File: config.mk
export PLATFORM = sky130hd
export DESIGN_NAME = kvi_lerp_mac
export DESIGN_NICKNAME = d
export VERILOG_FILES = /design/src/rtl/kvi_pkg.sv /design/src/rtl/kvi_lerp_mac.sv
export SDC_FILE = /design/constraint.sdc
export NUM_CORES = 1
export LEC_CHECK = 0
export BUFFER_PORTS_ARGS = -buffer_cell sky130_fd_sc_hd__buf_4
export CAP_MARGIN = 20
export CORE_MARGIN = 4
export CORE_UTILIZATION = 55
export DETAILED_ROUTE_END_ITERATION = 8
export PLACE_DENSITY = 0.75
export REMOVE_ABC_BUFFERS = 1
export SYNTH_ARGS = -nofsm -noshare
export SYNTH_HDL_FRONTEND = slang
export SYNTH_SLANG_ARGS = --single-unit
File: constraint.sdc
create_clock -name aclk -period 17.4 [get_ports aclk]
set_input_delay 0 -clock aclk [delete_from_list [all_inputs] [get_ports aclk]]
set_output_delay 0 -clock aclk [all_outputs]
set_load 0.1 [all_outputs]
File: src/rtl/kvi_pkg.sv
// ----------------------------------------------------------------------------
// Keyframe interpolator package
// Widths, register and component codes, and control structs.
// ----------------------------------------------------------------------------
package kvi_pkg;

    localparam int MAX_KEYS_DEF = 64;

    localparam int DATA_W  = 32;
    localparam int VEC_W   = 3 * DATA_W;
    localparam int IDX_W   = 6;
    localparam int KC_W    = 7;
    localparam int FRAC_W  = 16;
    localparam int BLEND_W = FRAC_W + 1;
    localparam int DIV_CNT_W = $clog2(FRAC_W + 1);

    localparam logic [BLEND_W-1:0] ONE_Q16 = BLEND_W'(1) << FRAC_W;

    localparam int PADDR_W   = 3;
    localparam int PDATA_W   = 32;
    localparam int REG_IDX_W = PADDR_W - 2;
    localparam logic [REG_IDX_W-1:0] REG_KEY_COUNT = '0;

    localparam logic MODE_LOAD  = 1'b0;
    localparam logic MODE_QUERY = 1'b1;

    localparam logic [1:0] COMP_X = 2'd0;
    localparam logic [1:0] COMP_Y = 2'd1;
    localparam logic [1:0] COMP_Z = 2'd2;

    typedef struct packed {
        logic busy;
        logic done;
    } div_stat_t;

    typedef struct packed {
        logic diff_en;
        logic mul_en;
    } lerp_ctl_t;

endpackage

File: src/rtl/kvi_lerp_mac.sv
// ----------------------------------------------------------------------------
// Interpolation unit
// Shared difference, multiply and add, one component at a time.
// ----------------------------------------------------------------------------
module kvi_lerp_mac (
    input  logic                               aclk,
    input  kvi_pkg::lerp_ctl_t                 ctl,
    input  logic signed [kvi_pkg::DATA_W-1:0]  a_val,
    input  logic signed [kvi_pkg::DATA_W-1:0]  b_val,
    input  logic [kvi_pkg::BLEND_W-1:0]        blend,
    output logic signed [kvi_pkg::DATA_W-1:0]  res
);

    localparam int DATA_W  = kvi_pkg::DATA_W;
    localparam int FRAC_W  = kvi_pkg::FRAC_W;
    localparam int PROD_W  = DATA_W + 1 + kvi_pkg::BLEND_W + 1;

    logic signed [DATA_W-1:0] a_reg;
    logic signed [DATA_W:0]   diff_reg;
    logic signed [PROD_W-1:0] prod_reg;

    always_ff @(posedge aclk) begin
        if (ctl.diff_en) begin
            a_reg    <= a_val;
            diff_reg <= $signed({b_val[DATA_W-1], b_val}) - $signed({a_val[DATA_W-1], a_val});
        end
        if (ctl.mul_en) begin
            prod_reg <= diff_reg * $signed({1'b0, blend});
        end
    end

    assign res = a_reg + $signed(prod_reg[FRAC_W+DATA_W-1:FRAC_W]);

endmodule

==> summary.md <==
| Metric | Value |
|---|---|
| Gpl congestion | `0.896` |
| Synth Cell Area | `24700 um2` |
| Die area | `48300 um2` |
| Final setup viols | `0` |
| Routed wire per std cell | `17.6 um` |
| Layout net count | `3497` |
| Inserted Clock Buffers | `9` |
| ANT cells | `0` |
| CTS tree | `yes` |
| Ys async rst share | `0` |
| CTS H-tree depth | `3` |
| Inst Count DP | `3273` |
| Hold path start | `b_val[6]` |
| Filler cell count | `3688` |
| Worst-path cell chain | `and2_1 -> fa_1 -> inv_1 -> fa_1 -> inv_1 -> fa_1 -> inv_1 -> fa_1 -> fa_1 -> fa_1 -> inv_1 -> ha_1 -> a21oi_1 -> o2111ai_1 -> o211ai_1 -> a31oi_4 -> o31ai_4 -> a2111o_1 -> a211oi_2 -> or2_1 -> o311ai_2` |
| # DRC | `0` |
| Multiplexer share of the synthesized area | `0.00127` |
| Routed Antenna Nets | `0` |
| Post-layout min period | `7.00 ns` |
| Fin Setup TNS | `0 ns` |
| Slowest cell on the critical path | `edfxtp_1` |
| Top FF cell, synth | `edfxtp_1` |
| Worst-skew pair later-pin latency | `0.37 ns` |
| Largest net degree at the start of global routing | `66` |
| Hold buffer count at cts | `32` |
| CP top delay family | `adder cells` |
| Core box area | `44200 um2` |
| Antenna violations before repair | `1` |
| Die Y | `220 um` |
| Outcome | `completed` |
| Post-Syn Instances | `2654` |
| Maximum buffer depth of the clock tree | `2` |
| Final period util | `0.402` |
| Final instance area | `26600 um2` |
| Max Cap Violations | `0` |
| Worst setup path category | `register to register` |
| Clock slew at reported path FFs | `0.07 ns` |
| Finished Layout Cells | `3321` |
| DR iter-0 viols | `1095` |
| I/O pin total | `116` |
| Post-CTS Setup Repair Bufs | `0` |
| Multi-input gate area | `18900 um2` |
| Final Skew | `0.00610 ns` |
| CP max stage delay | `0.66 ns` |
| IO Port Bufs | `115` |
| RSZ-0062 raised after global routing | `false` |
| Count of cell types in the netlist | `72` |
| Layout cells sized above 1 | `0.0575` |
| Synth Area in Compound Gates | `0.0709` |
| Final Hold Viols | `0` |
| Post-Synth XOR/XNOR Area | `0.0291` |
| Worst setup SP type | `register` |
| Critical Path RT | `17.50 ns` |
| Clock Sinks | `97` |
| Pin slew with the least headroom to its limit | `0.947 ns` |
| Area grow syn2layout | `7.70%` |
| Worst r2r src | `diff_reg[16]` |
| First-pass GRT wire length | `96700 um` |
| Total grt overflow | `0` |
| Pre-Repair DR Iteration Count | `5` |
| Max reg flops | `33` |
| Avg Vias per Cell | `5.42` |
| PostCTS Resize Cnt | `0` |
| Main combinational cell family by area after synthesis | `adder cells` |
| WP buf/inv | `4` |
| Yosys warns | `0` |
| Avg Cell Area, Syn | `9.29 um2` |
| Util after Layout | `0.600` |
| Area after DPL | `25900 um2` |
| EDFF count, synth | `97` |
| Routed WL | `58600 um` |
| Synth Area in Simple Gates | `0.158` |
| Most Frequent Cell on Critical Path | `fa_1` |
| # rows | `77` |
| Root buffer cell | `clkbuf_16` |
| Starting density of the core | `0.558` |
| Via count | `18000` |
| Pins over their slew limit | `0` |
| Crit. End Element | `register` |
| Max_slew headroom | `0.369` |
| Die W | `220 um` |
| Seq cells post-synth | `97` |
| Post-synthesis sequential area ratio | `0.118` |
| Sequential Area | `2910 um2` |
| Peak Freq | `0.143 GHz` |
| GR Util All Layers | `0.252` |
| Critical path arrival | `7.10 ns` |
| Post-synthesis adder-cell area fraction | `0.507` |
| Detailed Place HPWL | `47500 um` |
| Worst min path class | `primary input to register` |
| Crit. Startpoint | `diff_reg[16]` |
| CP max FO | `17` |
| Vias in the first global route | `19700` |
worst reg2reg max path, cell delays in order (launching register included):
cell and delay, ns:
edfxtp_1 0.66, and2_1 0.31, fa_1 0.55, inv_1 0.06, fa_1 0.53, inv_1 0.05
fa_1 0.49, inv_1 0.05, fa_1 0.55, fa_1 0.42, fa_1 0.49, inv_1 0.05
ha_1 0.34, a21oi_1 0.13, o2111ai_1 0.30, o211ai_1 0.20, a31oi_4 0.30, o31ai_4 0.12
a2111o_1 0.54, a211oi_2 0.31, or2_1 0.18, o311ai_2 0.11
Yosys cell counts, types with 16 or more instances:
| cell type | number | share of area |
|---|---|---|
| ha_1 | 173 | 0.088 |
| fa_1 | 516 | 0.42 |
| edfxtp_1 | 97 | 0.12 |
| inv_1 | 674 | 0.10 |
| o21a_1 | 20 | 0.0061 |
| clkbuf_1 | 88 | 0.013 |
| o21ai_0 | 33 | 0.0067 |
| xnor2_1 | 66 | 0.023 |
| a21oi_1 | 64 | 0.013 |
| nand2_1 | 302 | 0.046 |
| a21o_1 | 27 | 0.0082 |
| nor2_1 | 77 | 0.012 |
| and2_1 | 297 | 0.075 |
| xor2_1 | 16 | 0.0057 |
| nor3_1 | 27 | 0.0055 |
metrics by stage:
step                hold WS (ns)  setup slack [ns]
detailed placement         0.192             10.48
global route               0.104             10.19
floorplan                 0.0989             11.16
global placement           0.190             10.70
CTS                       0.0699             10.46
finish                    0.0864             10.40
routing by layer:
| layer | share of wire | GRT usage | wire length [um] | vias to the layer above |
|---|---|---|---|---|
| met5 | 0 | 0 | 0 | - |
| met1 | 0.38 | 0.303 | 22200 | 9194 |
| met4 | 0.049 | 0.109 | 2860 | 0 |
| met3 | 0.050 | 0.0319 | 2940 | 161 |
| li1 | - | - | - | 8101 |
| met2 | 0.52 | 0.454 | 30600 | 552 |
final timing paths:
check | slack, ns | depth (start not counted) | to
min | 0.09 | 3 | diff_reg[6]
min reg2reg | 1.63 | 6 | prod_reg[47]
max reg2reg | 10.40 | 21 | prod_reg[46]
max | 10.40 | 21 | prod_reg[46]
layout by cell type, fill, tap and decap left out, types with 33 or more instances in the layout:
cell type  netlist  layout
a21oi_1         64      64
and2_1         297     297
buf_4            0     116
edfxtp_1        97      97
fa_1           516     516
ha_1           173     173
inv_1          674     674
nand2_1        302     302
nor2_1          77      77
o21ai_0         33      33
xnor2_1         66      66
logic make-up (layout without fill, tap and decap cells):
group / Yosys count / after routing
simple gates: 776 / 776
buf+inv: 763 / 838
fa+ha+maj: 689 / 689
compound gates: 244 / 244
flops: 97 / 97
xor+xnor: 82 / 82
mux: 3 / 3
area by class of cell:
class                   instances  area share
multi-input cells            1794       0.711
flip-flops and latches         97       0.110
inverters                     674      0.0953
repair buffers                148      0.0449
well taps                     592      0.0279
clock buffers                  10     0.00862
clock inverters                 6     0.00278
Power is left out: the tool's default activity adds up to more than one toggle a clock period on the data nets, which glitch-free logic cannot reach.
