File: src/rtl/kvi_pkg.sv
// ----------------------------------------------------------------------------
// Keyframe interpolator package
// Widths, register and component codes, and control structs.
// ----------------------------------------------------------------------------
package kvi_pkg;

    localparam int MAX_KEYS_DEF = 64;

    localparam int DATA_W  = 32;
    localparam int VEC_W   = 3 * DATA_W;
    localparam int IDX_W   = 6;
    localparam int KC_W    = 7;
    localparam int FRAC_W  = 16;
    localparam int BLEND_W = FRAC_W + 1;
    localparam int DIV_CNT_W = $clog2(FRAC_W + 1);

    localparam logic [BLEND_W-1:0] ONE_Q16 = BLEND_W'(1) << FRAC_W;

    localparam int PADDR_W   = 3;
    localparam int PDATA_W   = 32;
    localparam int REG_IDX_W = PADDR_W - 2;
    localparam logic [REG_IDX_W-1:0] REG_KEY_COUNT = '0;

    localparam logic MODE_LOAD  = 1'b0;
    localparam logic MODE_QUERY = 1'b1;

    localparam logic [1:0] COMP_X = 2'd0;
    localparam logic [1:0] COMP_Y = 2'd1;
    localparam logic [1:0] COMP_Z = 2'd2;

    typedef struct packed {
        logic busy;
        logic done;
    } div_stat_t;

    typedef struct packed {
        logic diff_en;
        logic mul_en;
    } lerp_ctl_t;

endpackage

File: src/rtl/kvi_blend_div.sv
// ----------------------------------------------------------------------------
// Blend divider
// Restoring divider, one quotient bit per cycle: num * 2^16 / den, num < den.
// ----------------------------------------------------------------------------
module kvi_blend_div (
    input  logic                       aclk,
    input  logic                       aresetn,
    input  logic                       start,
    input  logic [kvi_pkg::DATA_W-1:0] num,
    input  logic [kvi_pkg::DATA_W-1:0] den,
    output logic [kvi_pkg::FRAC_W-1:0] quo,
    output kvi_pkg::div_stat_t         stat
);

    localparam int DATA_W = kvi_pkg::DATA_W;
    localparam int FRAC_W = kvi_pkg::FRAC_W;
    localparam int CNT_W  = kvi_pkg::DIV_CNT_W;

    logic [DATA_W-1:0] rem_reg;
    logic [DATA_W-1:0] den_reg;
    logic [FRAC_W-1:0] quo_reg;
    logic [CNT_W-1:0]  cnt_reg;
    logic              busy_reg;
    logic              done_reg;

    logic [DATA_W:0]   rem_dbl;
    logic [DATA_W:0]   rem_sub;
    logic              fits;

    always_comb begin
        rem_dbl = {rem_reg, 1'b0};
        rem_sub = rem_dbl - {1'b0, den_reg};
        fits    = (rem_dbl >= {1'b0, den_reg});
    end

    always_ff @(posedge aclk) begin
        if (!aresetn) begin
            busy_reg <= 1'b0;
            done_reg <= 1'b0;
            cnt_reg  <= '0;
        end else begin
            done_reg <= 1'b0;
            if (start) begin
                busy_reg <= 1'b1;
                cnt_reg  <= CNT_W'(FRAC_W);
            end else if (busy_reg) begin
                cnt_reg <= cnt_reg - 1'b1;
                if (cnt_reg == CNT_W'(1)) begin
                    busy_reg <= 1'b0;
                    done_reg <= 1'b1;
                end
            end
        end
    end

    always_ff @(posedge aclk) begin
        if (start) begin
            rem_reg <= num;
            den_reg <= den;
            quo_reg <= '0;
        end else if (busy_reg) begin
            rem_reg <= fits ? rem_sub[DATA_W-1:0] : rem_dbl[DATA_W-1:0];
            quo_reg <= {quo_reg[FRAC_W-2:0], fits};
        end
    end

    assign quo       = quo_reg;
    assign stat.busy = busy_reg;
    assign stat.done = done_reg;

endmodule

File: config.mk
export PLATFORM = sky130hd
export DESIGN_NAME = kvi_blend_div
export DESIGN_NICKNAME = d
export VERILOG_FILES = /design/src/rtl/kvi_pkg.sv /design/src/rtl/kvi_blend_div.sv
export SDC_FILE = /design/constraint.sdc
export NUM_CORES = 1
export LEC_CHECK = 0
export BUFFER_PORTS_ARGS = -buffer_cell sky130_fd_sc_hd__buf_4
export CORE_ASPECT_RATIO = 0.75
export CORE_MARGIN = 2
export CORE_UTILIZATION = 40
export CTS_BUF_LIST = sky130_fd_sc_hd__clkbuf_4
export DETAILED_ROUTE_END_ITERATION = 6
export SYNTH_ARGS = -nofsm -noshare
export SYNTH_HDL_FRONTEND = slang
export SYNTH_SLANG_ARGS = --single-unit
File: constraint.sdc
create_clock -name aclk -period 4 [get_ports aclk]
set_input_delay 0.2 -clock aclk [delete_from_list [all_inputs] [get_ports aclk]]
set_output_delay 0.2 -clock aclk [all_outputs]
set_load 0.05 [all_outputs]
==> flow_summary.json, run 1 <==
{
  "status": "complete, no violations",
  "drive_gt1_share_pct": 21.3,
  "power.share.switching_pct": 39.9,
  "maxSlewHeadroom_pct": 41.9,
  "yosys_most_used_dff": "edfxtp_1",
  "drv_slew": 0,
  "timing.final.crit_period_ns": 3.52,
  "ctsResizeCount": 0,
  "antenna_found_initial": 0,
  "p_leak_nw": 2.88,
  "worst_slack_ns": 0.483,
  "design.die.area_um2": 14300,
  "async_flop_share_pct": 0,
  "power_frac_clock_pct": 12.7,
  "num_rows": 36,
  "critPathBufInv": 1,
  "p_int_mw": 2.21,
  "post-route-util_pct": 52.4,
  "diodes": 0,
  "synth.area.top_cells": "edfxtp_1, dfxtp_1, ha_1",
  "seqPwrFrac_pct": 34.7,
  "fin_worst_skew_ns": 0.0154,
  "cts_tree": "yes",
  "min_path_type": "in2reg",
  "post_synth.cell_area_avg_um2": 10.2,
  "grt_max_degree": 64,
  "path_clk_slew_ns": 0.15,
  "ant_nets": 0,
  "wl_per_cell_um": 14.5,
  "dp.cells": 762,
  "cp.required_ns": 4.24,
  "drt_pass1_iterations": 4,
  "combPwrFrac_pct": 52.6,
  "cpMaxStageDelayCell": "a211oi_4",
  "via_per_inst": 5.08,
  "cts_root_buf": "clkbuf_4",
  "htree_levels": 3,
  "synthesis.nets": 627,
  "die_w_um": 137,
  "dp.final_hpwl_um": 8690,
  "synth_top_area_share_pct": 36.0,
  "drt_iter0_markers": 297,
  "worstPathCellList": "ha_1, a21oi_1, o22ai_1, and2_1, o2111ai_2, o211ai_1, a211oi_4, buf_4, o21ai_0, mux2_2",
  "synth_edf_count": 64,
  "rsz0062_at_grt": "no",
  "crit_type": "reg2reg",
  "cp-end-kind": "flop",
  "fin_nets": 764,
  "max_freq_mhz": 284,
  "synthDistinctLibCells": 60,
  "synth_warnings": 0,
  "start_kind": "flop",
  "clk_path_buf_depth": 2,
  "syn_to_final_growth_pct": 27.7,
  "grt_pass1_wl_um": 20000,
  "post_cts_buffers": 0,
  "grt_pass1_vias": 4187,
  "worstPathArrival_ns": 3.76,
  "grt-ovfl-total": 0,
  "gp_congestion": 0.806,
  "power.total_mw": 3.67,
  "p_sw_mw": 1.47,
  "final_cells": 838,
  "vias": 4253,
  "ys_seq_elements": 87,
  "crit_family": "compound AO/OA/AOI/OAI gates",
  "finalSetupViolCount": 0,
  "pre_cts_ws_ns": 0.562,
  "final_cell_area_um2": 6820,
  "clock_latency_ns": 0.47,
  "synthCells": 525,
  "cts_sinks": 87,
  "portBuffers": 84,
  "peakVddDrop_mv": 0.216,
  "cpPeakStageDelay_ns": 0.59,
  "cts_made_buffers": 9,
  "core_um2": 13000,
  "post_dp_cell_area_um2": 6100,
  "pwr_density_cell_nw_per_um2": 539,
  "cp_max_fo": 31,
  "die_h_um": 104,
  "yosysSeqAreaShare_pct": 44.6,
  "routed_wirelength_um": 12100,
  "maxCapViolCount": 0,
  "boundaryPins": 85,
  "start_util_pct": 41.0,
  "fin_crit_sh_pct": 87.9,
  "tns_ns": 0,
  "tightest_slew_ns": 0.872,
  "hold_viol": 0,
  "drc": 0,
  "netlist_area_um2": 5340,
  "synth_top_area_cell": "edfxtp_1",
  "grtUsageTotal_pct": 17.7,
  "timing.hold.ws_ns": 0.0673
}
-- power by group through the flow --
| stage | clock (mW) | combinational, mW | sequential, mW |
|---|---|---|---|
| final | 0.466 | 1.93 | 1.27 |
| after global routing | 0.528 | 2.16 | 1.30 |
| after CTS | 0.497 | 1.92 | 1.28 |
| after detailed placement | 0 | 1.86 | 1.30 |
| after global placement | 0 | 1.83 | 1.29 |
| after floorplan | 0 | 1.50 | 1.28 |
-- cells in the final DEF, fill, tap and decap left out, types with 3 or more instances in the layout --
cell           synthesis  routed
xnor2_1               22      22
buf_4                  3      88
nor2_1                37      37
or3_1                  4       4
nand4_1                6       6
a211oi_1               8       8
mux2i_1               16      16
xor2_1                 9       9
o21bai_1               6       6
clkbuf_4               0       9
inv_1                 46      46
edfxtp_1              64      64
o21ai_0               30      30
o21ai_1                7       7
o21a_1                 5       5
nor2b_1                6       6
mux2_2                26      26
dfxtp_1               23      23
a21o_1                11      11
nand2b_1               6       6
nand3_1               10      10
a21oi_1               29      29
nor4_1                 4       4
ha_1                  34      34
and3_1                 8       8
o211ai_1               3       3
dlygate4sd3_1          0      60
nor3_1                 4       4
nand2_1               42      42
-- worst min-delay path: stages --
cell	delay, ns
buf_4	0.08
inv_1	0.03
a21oi_1	0.12
-- cells by family after synthesis --
kind of cell / count (synthesis) / share of synthesized area (%)
xor+xnor: 31 / 5.09
simple gates: 139 / 12.7
mux: 42 / 8.48
fa+ha+maj: 35 / 8.34
flops: 87 / 44.6
compound gates: 123 / 15.4
buf+inv: 68 / 5.39
-- cell usage after synthesis, drive strengths merged (8+ instances only) --
library cell	number
a211oi	11
a21o	11
a21oi	31
and3	8
buf	11
clkbuf	11
dfxtp	23
edfxtp	64
ha	34
inv	46
mux2	26
mux2i	16
nand2	42
nand3	10
nor2	37
o21ai	37
xnor2	22
xor2	9
-- path summary, 6_finish.rpt --
check | startpoint | endpoint | slack [ns] | cells past startpoint
worst min register to register | cnt_reg[1]$_SDFFE_PP0P_ | cnt_reg[1]$_SDFFE_PP0P_ | 0.51 | 2
worst min-delay path | num[3] | rem_reg[3]$_DFFE_PP_ | 0.07 | 3
worst max-delay path | rem_reg[7]$_DFFE_PP_ | rem_reg[8]$_DFFE_PP_ | 0.48 | 10
worst max register to register | rem_reg[7]$_DFFE_PP_ | rem_reg[8]$_DFFE_PP_ | 0.48 | 10
-- layout make-up --
cell class / instances / area, um^2
Clock inverter: 7 / 53.8
Clock buffer: 9 / 67.6
Multi-Input combinational cell: 370 / 2670
Inverter: 46 / 173
Sequential cell: 87 / 2380
Timing Repair Buffer: 148 / 1260
Tap cell: 171 / 214
Fill cell: 1174 / 6200
-- what timing repair did --
action,CTS,global route
endpoints found under the hold margin,61,0
setup endpoints to repair,0,0
hold buffers,60,0
-- layer usage --
metal / wire, um / vias up / track usage [%]
met4: 68 / 0 / 4.12
met2: 5530 / 92 / 27.0
met5: 0 / - / 0
met1: 6060 / 1992 / 24.6
met3: 465 / 6 / 5.12
li1: - / 2163 / -
No activity file was read; power rests on OpenSTA's default activity.
==> run 2: changes to the inputs <==
--- a/config.mk
+++ b/config.mk
@@ -11,6 +11,7 @@
 export CORE_UTILIZATION = 40
 export CTS_BUF_LIST = sky130_fd_sc_hd__clkbuf_4
 export DETAILED_ROUTE_END_ITERATION = 6
+export RECOVER_POWER = 50
 export SYNTH_ARGS = -nofsm -noshare
 export SYNTH_HDL_FRONTEND = slang
 export SYNTH_SLANG_ARGS = --single-unit
==> flow_summary.json, run 2 (synthesized netlist as in run 1, its figures left out) <==
{
  "tns_ns": 0,
  "grtUsageTotal_pct": 17.7,
  "post_dp_cell_area_um2": 6100,
  "worstPathArrival_ns": 3.69,
  "rsz0062_at_grt": "no",
  "cp.required_ns": 4.13,
  "gp_congestion": 0.806,
  "core_um2": 13000,
  "peakVddDrop_mv": 0.216,
  "routed_wirelength_um": 12000,
  "worst_slack_ns": 0.433,
  "regArea_um2": 2380,
  "multi_input_comb_area_um2": 2670,
  "dp.final_hpwl_um": 8690,
  "clk_path_buf_depth": 2,
  "final_cell_area_um2": 6810,
  "portBuffers": 84,
  "grt_max_degree": 64,
  "grt-ovfl-total": 0,
  "wl_per_cell_um": 14.4,
  "drive_gt1_share_pct": 20.8,
  "start_util_pct": 41.0,
  "crit_type": "reg2reg",
  "maxSlewHeadroom_pct": -95.4,
  "via_per_inst": 5.04,
  "clock_latency_ns": 0.47,
  "htree_levels": 3,
  "hold_viol": 0,
  "cts_made_buffers": 9,
  "fin_crit_sh_pct": 89.2,
  "fillCellCount": 1176,
  "antenna_found_initial": 0,
  "post_cts_buffers": 0,
  "cts_hold_buf": 60,
  "cts_tree": "yes",
  "boundaryPins": 85,
  "ctsResizeCount": 0,
  "p_leak_nw": 2.86,
  "max_freq_mhz": 280,
  "cp_max_fo": 31,
  "pre_cts_ws_ns": 0.562,
  "drt_pass1_iterations": 4,
  "layout_common_cells": "edfxtp_1, dlygate4sd3_1, buf_4, inv_1, nand2_1",
  "tightest_slew_ns": 2.93,
  "status": "complete, but fails checks",
  "fin_worst_skew_ns": 0.0172,
  "post-route-util_pct": 52.3,
  "path_clk_slew_ns": 0.15,
  "design.die.area_um2": 14300,
  "num_rows": 36,
  "start_kind": "flop",
  "drc": 0,
  "hold_depth": 3,
  "pwr_density_cell_nw_per_um2": 539,
  "die_h_um": 104,
  "die_w_um": 137,
  "maxCapViolCount": 1,
  "drv_slew": 64,
  "min_path_type": "in2reg",
  "final_common_cell": "edfxtp_1",
  "ant_nets": 0,
  "fin_nets": 764,
  "cts_sinks": 87,
  "grt_pass1_wl_um": 20000,
  "syn_to_final_growth_pct": 27.5,
  "violations": "capacitance limit, slew limit",
  "vias": 4225,
  "rrSetupSlack_ns": 0.43,
  "cts_root_buf": "clkbuf_4",
  "diodes": 0,
  "finalSetupViolCount": 0,
  "timing.hold.ws_ns": 0.0680,
  "timing.final.crit_period_ns": 3.57,
  "cp-end-kind": "flop",
  "drt_iter0_markers": 231,
  "worstRegToRegCells": 11,
  "grt_pass1_vias": 4187
}
[run 2: cell count changes in the layout (fill, tap and decap cells not counted), sizes merged]
cell	before	now
clkbuf	9	45
buf	88	52
[run 2: per-layer routing]
layer | vias to the layer above | share of wire (%) | track usage [%]
met1 | 1975 | 50 | 24.6
met4 | 0 | 0.95 | 4.12
met5 | - | 0 | 0
met2 | 80 | 44 | 27.0
li1 | 2160 | - | -
met3 | 10 | 4.3 | 5.12
[run 2: final timing paths]
| kind | startpoint | end |
|---|---|---|
| setup reg to reg | rem_reg[7]$_DFFE_PP_ | rem_reg[4]$_DFFE_PP_ |
| setup / recovery | rem_reg[7]$_DFFE_PP_ | rem_reg[4]$_DFFE_PP_ |
| hold reg to reg | cnt_reg[1]$_SDFFE_PP0P_ | cnt_reg[1]$_SDFFE_PP0P_ |
| hold / removal | num[3] | rem_reg[3]$_DFFE_PP_ |
[run 2: metrics by stage]
| stage | power, mW | std cells |
|---|---|---|
| 2_1_floorplan | 2.78 | 525 |
| 3_3_place_gp | 3.13 | 762 |
| 3_5_place_dp | 3.16 | 762 |
| 4_1_cts | 3.70 | 838 |
| 5_1_grt | 3.98 | 838 |
| 6_report | 3.67 | 838 |
[run 2: critical path, cell delays in order, from the launching register on]
cell	delay [ns]
edfxtp_1	0.43
ha_1	0.37
a21oi_1	0.30
o22ai_1	0.14
and2_1	0.21
o2111ai_2	0.18
o211ai_1	0.16
a211oi_4	0.60
buf_4	0.42
nor2_1	0.09
a211oi_1	0.25
a21oi_1	0.07
[run 2: final cells by class]
class / instances / area share [%]
Multi-Input combinational cell: 370 / 39.2
Sequential cell: 87 / 35.0
Timing Repair Buffer: 148 / 18.3
Tap cell: 171 / 3.14
Inverter: 46 / 2.54
Clock buffer: 9 / 0.993
Clock inverter: 7 / 0.790
[run 2: power by group]
group,internal [mW],switching (mW)
Combinational,0.884,1.05
Sequential,1.19,0.0859
Clock,0.134,0.331
